$ cat config.mk
export PLATFORM = sky130hd
export DESIGN_NAME = uyvy_to_rgb_pixel_converter_flat
export DESIGN_NICKNAME = d
export VERILOG_FILES = /design/src/rtl/uyvy_pkg.sv /design/src/rtl/uyvy_cfg_if.sv /design/src/rtl/uyvy_in_if.sv /design/src/rtl/uyvy_out_if.sv /design/src/rtl/uyvy_to_rgb_pixel_converter.sv /design/src/flat_wrapper.sv
export SDC_FILE = /design/constraint.sdc
export NUM_CORES = 1
export LEC_CHECK = 0
export BUFFER_PORTS_ARGS = -buffer_cell sky130_fd_sc_hd__buf_2
export CORE_MARGIN = 2
export CORE_UTILIZATION = 64
export DETAILED_ROUTE_END_ITERATION = 7
export PLACE_DENSITY = 0.89
export SYNTH_ARGS = -nofsm -noshare
export SYNTH_HDL_FRONTEND = slang
export SYNTH_SLANG_ARGS = --single-unit
$ cat constraint.sdc
create_clock -name clk -period 8.72 [get_ports clk]
set_input_delay 1.308 -clock clk [delete_from_list [all_inputs] [get_ports clk]]
set_output_delay 1.308 -clock clk [all_outputs]
set_load 0.005 [all_outputs]
$ cat src/rtl/uyvy_pkg.sv
`default_nettype none
package uyvy_pkg;

	typedef enum logic [3:0] {
		PH_U  = 4'b0001,
		PH_Y0 = 4'b0010,
		PH_V  = 4'b0100,
		PH_Y1 = 4'b1000
	} phase_t;

	localparam logic FMT_RGB888 = 1'b0;
	localparam logic FMT_RGB565 = 1'b1;

	// fixed-point coefficients, scaled by 256
	localparam logic [7:0] K_R_V = 8'd103;
	localparam logic [7:0] K_G_U = 8'd88;
	localparam logic [7:0] K_G_V = 8'd183;
	localparam logic [7:0] K_B_U = 8'd198;

	typedef logic [23:0] pixel_t;

	// floor(c * k / 256) as an arithmetic shift of the full product
	function automatic logic signed [8:0] scale_floor(logic signed [7:0] c, logic [7:0] k);
		logic signed [16:0] prod;
		prod = $signed({{9{c[7]}}, c}) * $signed({9'b0, k});
		return prod[16:8];
	endfunction

	function automatic logic [7:0] clamp8(logic signed [10:0] x);
		logic [7:0] res;
		if (x[10]) begin
			res = 8'd0;
		end else if (x[9:8] != 2'b00) begin
			res = 8'hFF;
		end else begin
			res = x[7:0];
		end
		return res;
	endfunction

	function automatic pixel_t pack_pixel(logic [7:0] r, logic [7:0] g, logic [7:0] b,
			logic fmt);
		pixel_t word;
		if (fmt == FMT_RGB565) begin
			word = {8'd0, r[7:3], g[7:2], b[7:3]};
		end else begin
			word = {r, g, b};
		end
		return word;
	endfunction

endpackage
`default_nettype wire

$ cat src/rtl/uyvy_cfg_if.sv
`default_nettype none
interface uyvy_cfg_if;
	logic valid;
	logic ready;
	logic output_format;

	modport source(output valid, output output_format, input ready);
	modport sink(input valid, input output_format, output ready);
endinterface
`default_nettype wire

$ cat src/rtl/uyvy_in_if.sv
`default_nettype none
interface uyvy_in_if;
	logic       valid;
	logic       ready;
	logic [7:0] data_byte;
	logic       frame_start;

	modport source(output valid, output data_byte, output frame_start, input ready);
	modport sink(input valid, input data_byte, input frame_start, output ready);
endinterface
`default_nettype wire

$ cat src/rtl/uyvy_out_if.sv
`default_nettype none
interface uyvy_out_if;
	logic        valid;
	logic        ready;
	logic [23:0] pixel;

	modport source(output valid, output pixel, input ready);
	modport sink(input valid, input pixel, output ready);
endinterface
`default_nettype wire

$ cat src/rtl/uyvy_to_rgb_pixel_converter.sv
// a V or second Y byte is registered in the operand stage, its pixel then in the result stage
// throughput: one byte per cycle unless rgb stalls, one pixel per two bytes; U and first Y give no pixel
// the byte phase and operands sit in one register stage, conversion in the next
// reset clears the byte phase, held U/V/Y, output format and both valid bits
`default_nettype none
module uyvy_to_rgb_pixel_converter
	import uyvy_pkg::*;
(
	input  wire logic     clk,
	input  wire logic     arst_n,
	uyvy_cfg_if.sink      cfg,
	uyvy_in_if.sink       stream,
	uyvy_out_if.source    rgb
);

	logic       fmt_q;
	phase_t     phase_q;
	phase_t     phase_cur;
	phase_t     phase_nxt;
	logic [7:0] held_u_q;
	logic [7:0] held_v_q;
	logic [7:0] held_y_q;

	logic       valid_s1;
	logic [7:0] y_s1;
	logic [7:0] u_s1;
	logic [7:0] v_s1;

	logic       pix_valid_q;
	pixel_t     pix_q;

	logic       out_free;
	logic       s1_free;
	logic       in_beat;
	logic       emit;
	logic [7:0] op_y;
	logic [7:0] op_v;

	logic signed [7:0]  u_c;
	logic signed [7:0]  v_c;
	logic signed [10:0] r_sum;
	logic signed [10:0] g_sum;
	logic signed [10:0] b_sum;
	pixel_t             pix_d;

	assign cfg.ready = 1'b1;

	assign out_free     = !pix_valid_q || rgb.ready;
	assign s1_free      = !valid_s1 || out_free;
	assign stream.ready = s1_free;
	assign in_beat      = stream.valid && s1_free;

	assign phase_cur = stream.frame_start ? PH_U : phase_q;

	always_comb begin
		phase_nxt = PH_U;
		emit      = 1'b0;
		op_y      = held_y_q;
		op_v      = held_v_q;
		case (phase_cur)
			PH_U: begin
				phase_nxt = PH_Y0;
			end
			PH_Y0: begin
				phase_nxt = PH_V;
			end
			PH_V: begin
				phase_nxt = PH_Y1;
				emit      = 1'b1;
				op_v      = stream.data_byte;
			end
			PH_Y1: begin
				phase_nxt = PH_U;
				emit      = 1'b1;
				op_y      = stream.data_byte;
			end
			default: begin
				phase_nxt = PH_U;
			end
		endcase
	end

	always_ff @(posedge clk or negedge arst_n) begin
		if (!arst_n) begin
			fmt_q <= FMT_RGB888;
		end else if (cfg.valid) begin
			fmt_q <= cfg.output_format;
		end
	end

	always_ff @(posedge clk or negedge arst_n) begin
		if (!arst_n) begin
			phase_q  <= PH_U;
			held_u_q <= 8'd0;
			held_v_q <= 8'd0;
			held_y_q <= 8'd0;
		end else if (in_beat) begin
			phase_q <= phase_nxt;
			if (phase_cur == PH_U) begin
				held_u_q <= stream.data_byte;
			end
			if (phase_cur == PH_Y0) begin
				held_y_q <= stream.data_byte;
			end
			if (phase_cur == PH_V) begin
				held_v_q <= stream.data_byte;
			end
		end
	end

	// operand stage
	always_ff @(posedge clk or negedge arst_n) begin
		if (!arst_n) begin
			valid_s1 <= 1'b0;
		end else if (s1_free) begin
			valid_s1 <= in_beat && emit;
		end
	end

	always_ff @(posedge clk) begin
		if (in_beat && emit) begin
			y_s1 <= op_y;
			u_s1 <= held_u_q;
			v_s1 <= op_v;
		end
	end

	// chroma minus 128 is the byte with its top bit flipped
	assign u_c = $signed({~u_s1[7], u_s1[6:0]});
	assign v_c = $signed({~v_s1[7], v_s1[6:0]});

	always_comb begin
		logic signed [8:0] f_rv;
		logic signed [8:0] f_gu;
		logic signed [8:0] f_gv;
		logic signed [8:0] f_bu;
		f_rv  = scale_floor(v_c, K_R_V);
		f_gu  = scale_floor(u_c, K_G_U);
		f_gv  = scale_floor(v_c, K_G_V);
		f_bu  = scale_floor(u_c, K_B_U);
		r_sum = $signed({3'b000, y_s1}) + $signed({{3{v_c[7]}}, v_c})
			+ $signed({{2{f_rv[8]}}, f_rv});
		g_sum = $signed({3'b000, y_s1}) - $signed({{2{f_gu[8]}}, f_gu})
			- $signed({{2{f_gv[8]}}, f_gv});
		b_sum = $signed({3'b000, y_s1}) + $signed({{3{u_c[7]}}, u_c})
			+ $signed({{2{f_bu[8]}}, f_bu});
		pix_d = pack_pixel(clamp8(r_sum), clamp8(g_sum), clamp8(b_sum), fmt_q);
	end

	// result stage
	always_ff @(posedge clk or negedge arst_n) begin
		if (!arst_n) begin
			pix_valid_q <= 1'b0;
		end else if (out_free) begin
			pix_valid_q <= valid_s1;
		end
	end

	always_ff @(posedge clk) begin
		if (out_free && valid_s1) begin
			pix_q <= pix_d;
		end
	end

	assign rgb.valid = pix_valid_q;
	assign rgb.pixel = pix_q;

endmodule
`default_nettype wire

$ cat src/flat_wrapper.sv
// flat-port wrapper written by rule: the top's interface ports become plain ports
module uyvy_to_rgb_pixel_converter_flat import uyvy_pkg::*;
  (clk, arst_n, cfg_valid, cfg_output_format, cfg_ready, stream_valid, stream_data_byte, stream_frame_start, stream_ready, rgb_valid, rgb_pixel, rgb_ready);
  uyvy_cfg_if cfg_i ();
  uyvy_in_if stream_i ();
  uyvy_out_if rgb_i ();
  input  wire logic clk;
  input  wire logic arst_n;
  input wire logic [$bits(cfg_i.valid)-1:0] cfg_valid;
  input wire logic [$bits(cfg_i.output_format)-1:0] cfg_output_format;
  output wire logic [$bits(cfg_i.ready)-1:0] cfg_ready;
  input wire logic [$bits(stream_i.valid)-1:0] stream_valid;
  input wire logic [$bits(stream_i.data_byte)-1:0] stream_data_byte;
  input wire logic [$bits(stream_i.frame_start)-1:0] stream_frame_start;
  output wire logic [$bits(stream_i.ready)-1:0] stream_ready;
  output wire logic [$bits(rgb_i.valid)-1:0] rgb_valid;
  output wire logic [$bits(rgb_i.pixel)-1:0] rgb_pixel;
  input wire logic [$bits(rgb_i.ready)-1:0] rgb_ready;
  assign cfg_i.valid = cfg_valid;
  assign cfg_i.output_format = cfg_output_format;
  assign cfg_ready = cfg_i.ready;
  assign stream_i.valid = stream_valid;
  assign stream_i.data_byte = stream_data_byte;
  assign stream_i.frame_start = stream_frame_start;
  assign stream_ready = stream_i.ready;
  assign rgb_valid = rgb_i.valid;
  assign rgb_pixel = rgb_i.pixel;
  assign rgb_i.ready = rgb_ready;
  uyvy_to_rgb_pixel_converter u_core (.clk(clk), .arst_n(arst_n), .cfg(cfg_i), .stream(stream_i), .rgb(rgb_i));
endmodule
; ---- Word level (Yosys, flattened, before mapping)
; Index checks and enable logic that the tools add are counted.
[totals]
ff_bits = 79
elab_cells = 55
[op_classes]
n_bitwise = 2
n_mul = 4
reduce_logical = 14
muxes = 12
n_eq_ne = 4
addsub = 6
[op_table]
columns = operator, count
row1 = 8-bit 2-to-1 mux, 8
row2 = 8-bit by 8-bit multiplier with 16-bit output (second input constant), 2
row3 = 9-bit by 8-bit adder with 10-bit output, 2
row4 = 8-bit by 9-bit multiplier with 17-bit output (second input constant), 1
row5 = 16-bit 2-to-1 mux, 1
row6 = 8-bit by 5-bit multiplier with 13-bit output (second input constant), 1
row7 = 4-bit case mux with 3 select lines, 1
row8 = 10-bit by 8-bit adder with 11-bit output, 1
row9 = 10-bit by 9-bit adder with 11-bit output, 1
row10 = 10-bit by 9-bit subtractor with 11-bit output, 1
row11 = 9-bit by 8-bit subtractor with 10-bit output, 1
row12 = 2-bit nonzero test, 3
row13 = 4-bit by 1-bit equality test with 1-bit output (second input constant), 1
row14 = 4-bit by 2-bit equality test with 1-bit output (second input constant), 1
row15 = 4-bit by 3-bit equality test with 1-bit output (second input constant), 1
row16 = 4-bit equality test (second input constant), 1
row17 = 4-bit 2-to-1 mux, 1
row18 = 2-bit AND reduction, 2
row19 = 2-bit OR reduction, 2
row20 = 1-bit logical AND, 3
row21 = 1-bit logical NOT, 2
row22 = 1-bit logical OR, 2
row23 = 1-bit inverter, 2
row24 = 1-bit 2-to-1 mux, 1

; ---- Longest topological paths before layout
[depth]
depth_word = 8
mapped_depth = 26

; ---- Least setup slack after synthesis
; No wires, ideal clock.
[synth_timing]
path_kind = register to register
startpoint = register u_core.v_s1[1]
endpoint = register u_core.pix_q[13], in the netlist u_core.rgb.pixel[13] (data pin)
path_slack_ns = 2.640
path_stages_with_launch = 22
setup_time_ns = 0.153
arrival_time_ns = 5.927
synth_period_minus_slack_ns = 6.080
path_cell_list = edfxtp_1 -> ha_1 -> inv_1 -> fa_1 -> fa_1 -> fa_1 -> inv_1 -> ha_1 -> a21oi_1 -> nor2b_1 -> a311o_1 -> a2111oi_2 -> o21ba_2 -> xnor2_1 -> fa_1 -> ha_1 -> or3_1 -> or3_1 -> a32oi_1 -> mux2i_1 -> nand2_1 -> o22ai_1
[synth_via]
elab_chain_len = 6
[synth_rtl]
columns = item, line_no
row1 = from (decl), uyvy_to_rgb_pixel_converter.sv:27  ; logic [7:0] v_s1;
row2 = from (signal assigned), uyvy_to_rgb_pixel_converter.sv:124  ; v_s1 <= op_v;
row3 = 8-bit by 9-bit multiplier with 17-bit output (tied with other cells), uyvy_pkg.sv:25  ; prod = $signed({{9{c[7]}}, c}) * $signed({9'b0, k});
row4 = 10-bit by 9-bit subtractor with 11-bit output / 10-bit by 8-bit adder with 11-bit output (equally long branches), "uyvy_to_rgb_pixel_converter.sv:144, uyvy_to_rgb_pixel_converter.sv:142"
row5 = 2-bit nonzero test, uyvy_pkg.sv:33  ; end else if (x[9:8] != 2'b00) begin
row6 = 8-bit 2-to-1 mux, uyvy_pkg.sv:33
row7 = 8-bit 2-to-1 mux, uyvy_pkg.sv:31  ; if (x[10]) begin
row8 = 16-bit 2-to-1 mux (*), uyvy_pkg.sv:44  ; if (fmt == FMT_RGB565) begin
row9 = net u_core.pix_d[13], uyvy_to_rgb_pixel_converter.sv:44  ; pixel_t pix_d;
row10 = to (signal assigned), uyvy_to_rgb_pixel_converter.sv:161  ; pix_q <= pix_d;
row11 = to (decl), uyvy_to_rgb_pixel_converter.sv:30  ; pixel_t pix_q;
; Mark *: on every way through the listed nets, which the timed path passes. The rest lies on a longest branch.
; A chain may end at the register's enable or synchronous reset.

; ---- Worst setup path in the final report
[layout_timing]
startpoint = register u_core.v_s1[7]
endpoint = register u_core.pix_q[6], in the netlist u_core.rgb.pixel[6] (data pin)
[layout_via]
elab_chain_len = 7
[layout_rtl]
columns = item, line_no
row1 = 1-bit inverter (*), uyvy_to_rgb_pixel_converter.sv:130  ; assign v_c = $signed({~v_s1[7], v_s1[6:0]});
row2 = 8-bit by 9-bit multiplier with 17-bit output (*), uyvy_pkg.sv:25
row3 = 10-bit by 9-bit subtractor with 11-bit output (*), uyvy_to_rgb_pixel_converter.sv:144  ; - $signed({{2{f_gv[8]}}, f_gv});
row4 = 2-bit nonzero test, uyvy_pkg.sv:33
row5 = 8-bit 2-to-1 mux, uyvy_pkg.sv:33
row6 = 8-bit 2-to-1 mux (*), uyvy_pkg.sv:31
row7 = 16-bit 2-to-1 mux (*), uyvy_pkg.sv:44
row8 = net u_core.pix_d[6], uyvy_to_rgb_pixel_converter.sv:44
; Marked as above.

==> summary.md <==
| Metric | Value |
|---|---|
| Outcome | finished, final reports clean |
| Most frequent cells in the layout | 193 x inv_1, 155 x ha_1, 72 x fa_1 |
| Post-route DRC | 0 |
| Vias | 6524 |
| Grt ovf | 0 |
| Final Hold Viols | 0 |
| Slew @ Worst Pin | between 1 and 1.5 ns |
| Lkg Pwr | 4.966 nW |
| Peak supply drop | 0.0001757 V |
| CTS tree | built |
| Rel. slew slack | between 20% and 30% |
| Clock sink total | 79 |
| FMAX | 145.5 MHz |
| CTS Buf Count | 9 |
| Largest net degree at the start of global routing | 32 |
| RSZ-0062 raised after global routing | false |
| Count of input and output buffers | 40 |
| Reg clk slew, reported paths | 0.07 ns |
| Routed Antenna Nets | 0 |
| Routed WL | 18650 µm |
| Synthesized area per cell | 9.996 µm² |
| CP Launch Type | flop |
| Commonest non-fill, non-tap cell in the layout | inv_1 |
| Syn Inst Count | about 910 |
| I/O Pins | between 40 and 50 |
| Synth unique cells | 59 |
| R2R setup slack | 1.85 ns |
| Worst endpoint data arrival time | between 7 and 8 ns |
| Post-cts repair resize count | 0 |
| Seq/Total Area, Yosys | 24.33% |
| Initial antenna violation count | 0 |
| Router iterations before antenna repair | 5 |
| Element type at the critical path end | flop |
| Final Cycle Share | around four fifths |
| Synth-to-layout area growth | 7.453% |
| Pwr/cell area | 198.3 mW/mm² |
| Fin Setup TNS | 0 ns |
| Worst reg-to-reg path cell count | 21 |
| Min Hold Slack | 0.4485 ns |
| Min Clock Period, post-route | 6.874 ns |
| Synth warnings | 0 |
| Core footprint | about 0.014 mm² |
| Hold Crit Depth | 0 |
| Hold Buf Count CTS | 0 |
| Global-route wire length before repair | 31010 µm |
| Vias per inst | between 5 and 6 |
| Worst setup margin | 1.846 ns |
| Final setup vio count | 0 |
| Antenna cells | 0 |
| Post-CTS Setup Repair Bufs | 0 |
| HP Start | u_core.held_u_q[2]$_DFFE_PN0P_ |
| Die Y | 123.4 µm |
| Die area | 0.01522 mm² |
| GPL Wtd Cong | 0.9187 |
| Detailed Place HPWL | approximately 15000 µm |
| CTS HTree Levels | 3 |
| Hold crit path type | reg2reg |
| Clock root buffer master | clkbuf_16 |
| Async SR Flop Fraction | 39.24% |
| Layout cells sized above 1 | 11.85% |
| Vias in the first global route | 6621 |
| FF-to-FF Start | u_core.v_s1[7]$_DFFE_PP_ |
| Worst flop-to-flop path endpoint | u_core.rgb.pixel[6]$_DFFE_PP_ |
| Clk_lat worst skew | about 0.35 ns |
| Clock skew | 0.01121 ns |
| Row Count | 43 |
| CP max FO | 11 |
| Main synth FF type | edfxtp_1 |
| Worst Hold End | u_core.u_s1[2]$_DFFE_PP_ |
| Critical path class | reg2reg |
| Routed wire per std cell | approximately 16 µm |
| Required time worst endpoint | 8.90 ns |
| Initial core utilization | 65.68% |
| Max-cap violations | 0 |
| Final nets | between 1000 and 1500 |
| DRT iter0 DRCs | 384 |
| CTS Buffer Depth | 2 |
| Number of synthesized flops with an enable pin | 48 |
| GRT Total Usage | between 20% and 30% |
| Fillers | 950 |
| Cell Area, Synth | approximately 0.0091 mm² |
| Die Width | 123.4 µm |
| Post-Syn Nets | 1154 |
| Max Slew Vio Count | 0 |
| Pre-CTS setup slack | 1.963 ns |
| Post-synthesis register bit count | 79 |
[power by group]
group | internal, W | total [W] | leakage (nW) | switching (W)
combinational | 0.000481 | 0.00107 | 4.01 | 0.000587
sequential | 0.000481 | 0.000516 | 0.818 | 0.0000355
clock | 0.000196 | 0.000357 | 0.142 | 0.000161
total | 0.00116 | 0.00194 | 4.97 | 0.000784
[worst max-delay path: stages, from the launching register on]
cell and delay (ns):
edfxtp_1 0.78, inv_1 0.41, ha_1 0.31, fa_1 0.50
fa_1 0.44, fa_1 0.49, ha_1 0.36, and3_1 0.17
nand3_1 0.11, a31oi_1 0.32, o21ai_0 0.19, nand2b_1 0.14
xor2_1 0.19, fa_1 0.44, ha_1 0.36, a21o_1 0.23
a21o_1 0.21, o21ai_0 0.22, a21oi_1 0.08, o221ai_2 0.36
nor2_1 0.16, o22ai_1 0.22
[metrics by stage]
stage                     instance area, µm²  power (W)  utilization (%)  std cells
after floorplan                         9116   0.001333                -        912
after global placement                  9514   0.001511            68.54       1126
after detailed placement                9514   0.001554            68.54       1126
after CTS                               9796   0.001931            70.57       1142
after global routing                    9796   0.002092            70.57       1142
final                                   9796   0.001942            70.57       1142
[routing by layer]
metal	wire length, µm	track usage [%]	part of all wire (%)	vias up
met5	0	0	0	-
met4	395	7.813	2.1	0
met3	927	4.059	5.0	43
met2	9085	44.61	49	210
met1	8244	34.71	44	3147
li1	-	-	-	3124
[Yosys cell counts, types with 5 or more instances]
cell        n  share of area (%)
edfxtp_1   48                 16
fa_1       72                 16
nand2_1    31                1.3
mux2_2     43                5.3
o21ai_0    14               0.77
o22ai_1     7               0.48
nand3_1     9               0.49
xor2_1     27                2.6
a21o_1     17                1.4
nor3_1     16               0.88
xnor2_1    33                3.2
dfrtp_1    30                8.2
inv_1     193                7.9
o21a_1     13                1.1
mux2i_1     5               0.55
a211oi_1    8               0.66
nor2_1     64                2.6
nand2b_1   10               0.69
a21oi_1    34                1.9
ha_1      155                 21
nor2b_1     7               0.48
o21ai_1     6               0.33
[logic make-up after synthesis]
| family | share of synthesized area [%] |
|---|---|
| adders and majority gates | 37.08 |
| and+or+nand+nor | 8.619 |
| buffers and inverters | 8.249 |
| AOI/OAI and AO/OA | 10.05 |
| DFF | 24.33 |
| muxes | 5.861 |
| xor gates and xnor gates | 5.765 |
| other | 0.04114 |
[registers in the layout, summed over array words and instances (netlist names)]
name and cells:
u_core.rgb.valid 1, u_core.valid_s1 1, u_core.rgb.pixel 24, u_core.phase_q 4
u_core.u_s1 8, u_core.held_y_q 8, u_core.held_u_q 8, u_core.y_s1 8
u_core.fmt_q 1, u_core.v_s1 8, u_core.held_v_q 8
[layout make-up]
cell class,count,area [µm²],share of cell area [%]
Multi-Input combinational cell,634,6146,62.74
Sequential cell,79,2218,22.65
Inverter,193,724.4,7.396
Clock buffer,9,225.2,2.299
Tap cell,180,225.2,2.299
Timing Repair Buffer,40,200.2,2.044
Clock inverter,7,56.30,0.5748
[worst max-delay path by stage]
stage / startpoint / to / slack, ns
floorplan: u_core.v_s1[1]$_DFFE_PP_ / u_core.rgb.pixel[13]$_DFFE_PP_ / 2.64
global route: u_core.v_s1[7]$_DFFE_PP_ / u_core.rgb.pixel[6]$_DFFE_PP_ / 1.42
detailed placement: u_core.v_s1[7]$_DFFE_PP_ / u_core.rgb.pixel[6]$_DFFE_PP_ / 1.96
global placement: u_core.v_s1[7]$_DFFE_PP_ / u_core.rgb.pixel[15]$_DFFE_PP_ / 2.26
CTS: u_core.v_s1[7]$_DFFE_PP_ / u_core.rgb.pixel[6]$_DFFE_PP_ / 1.92
finish: u_core.v_s1[7]$_DFFE_PP_ / u_core.rgb.pixel[6]$_DFFE_PP_ / 1.85
No activity file was read; power rests on OpenSTA's default activity.
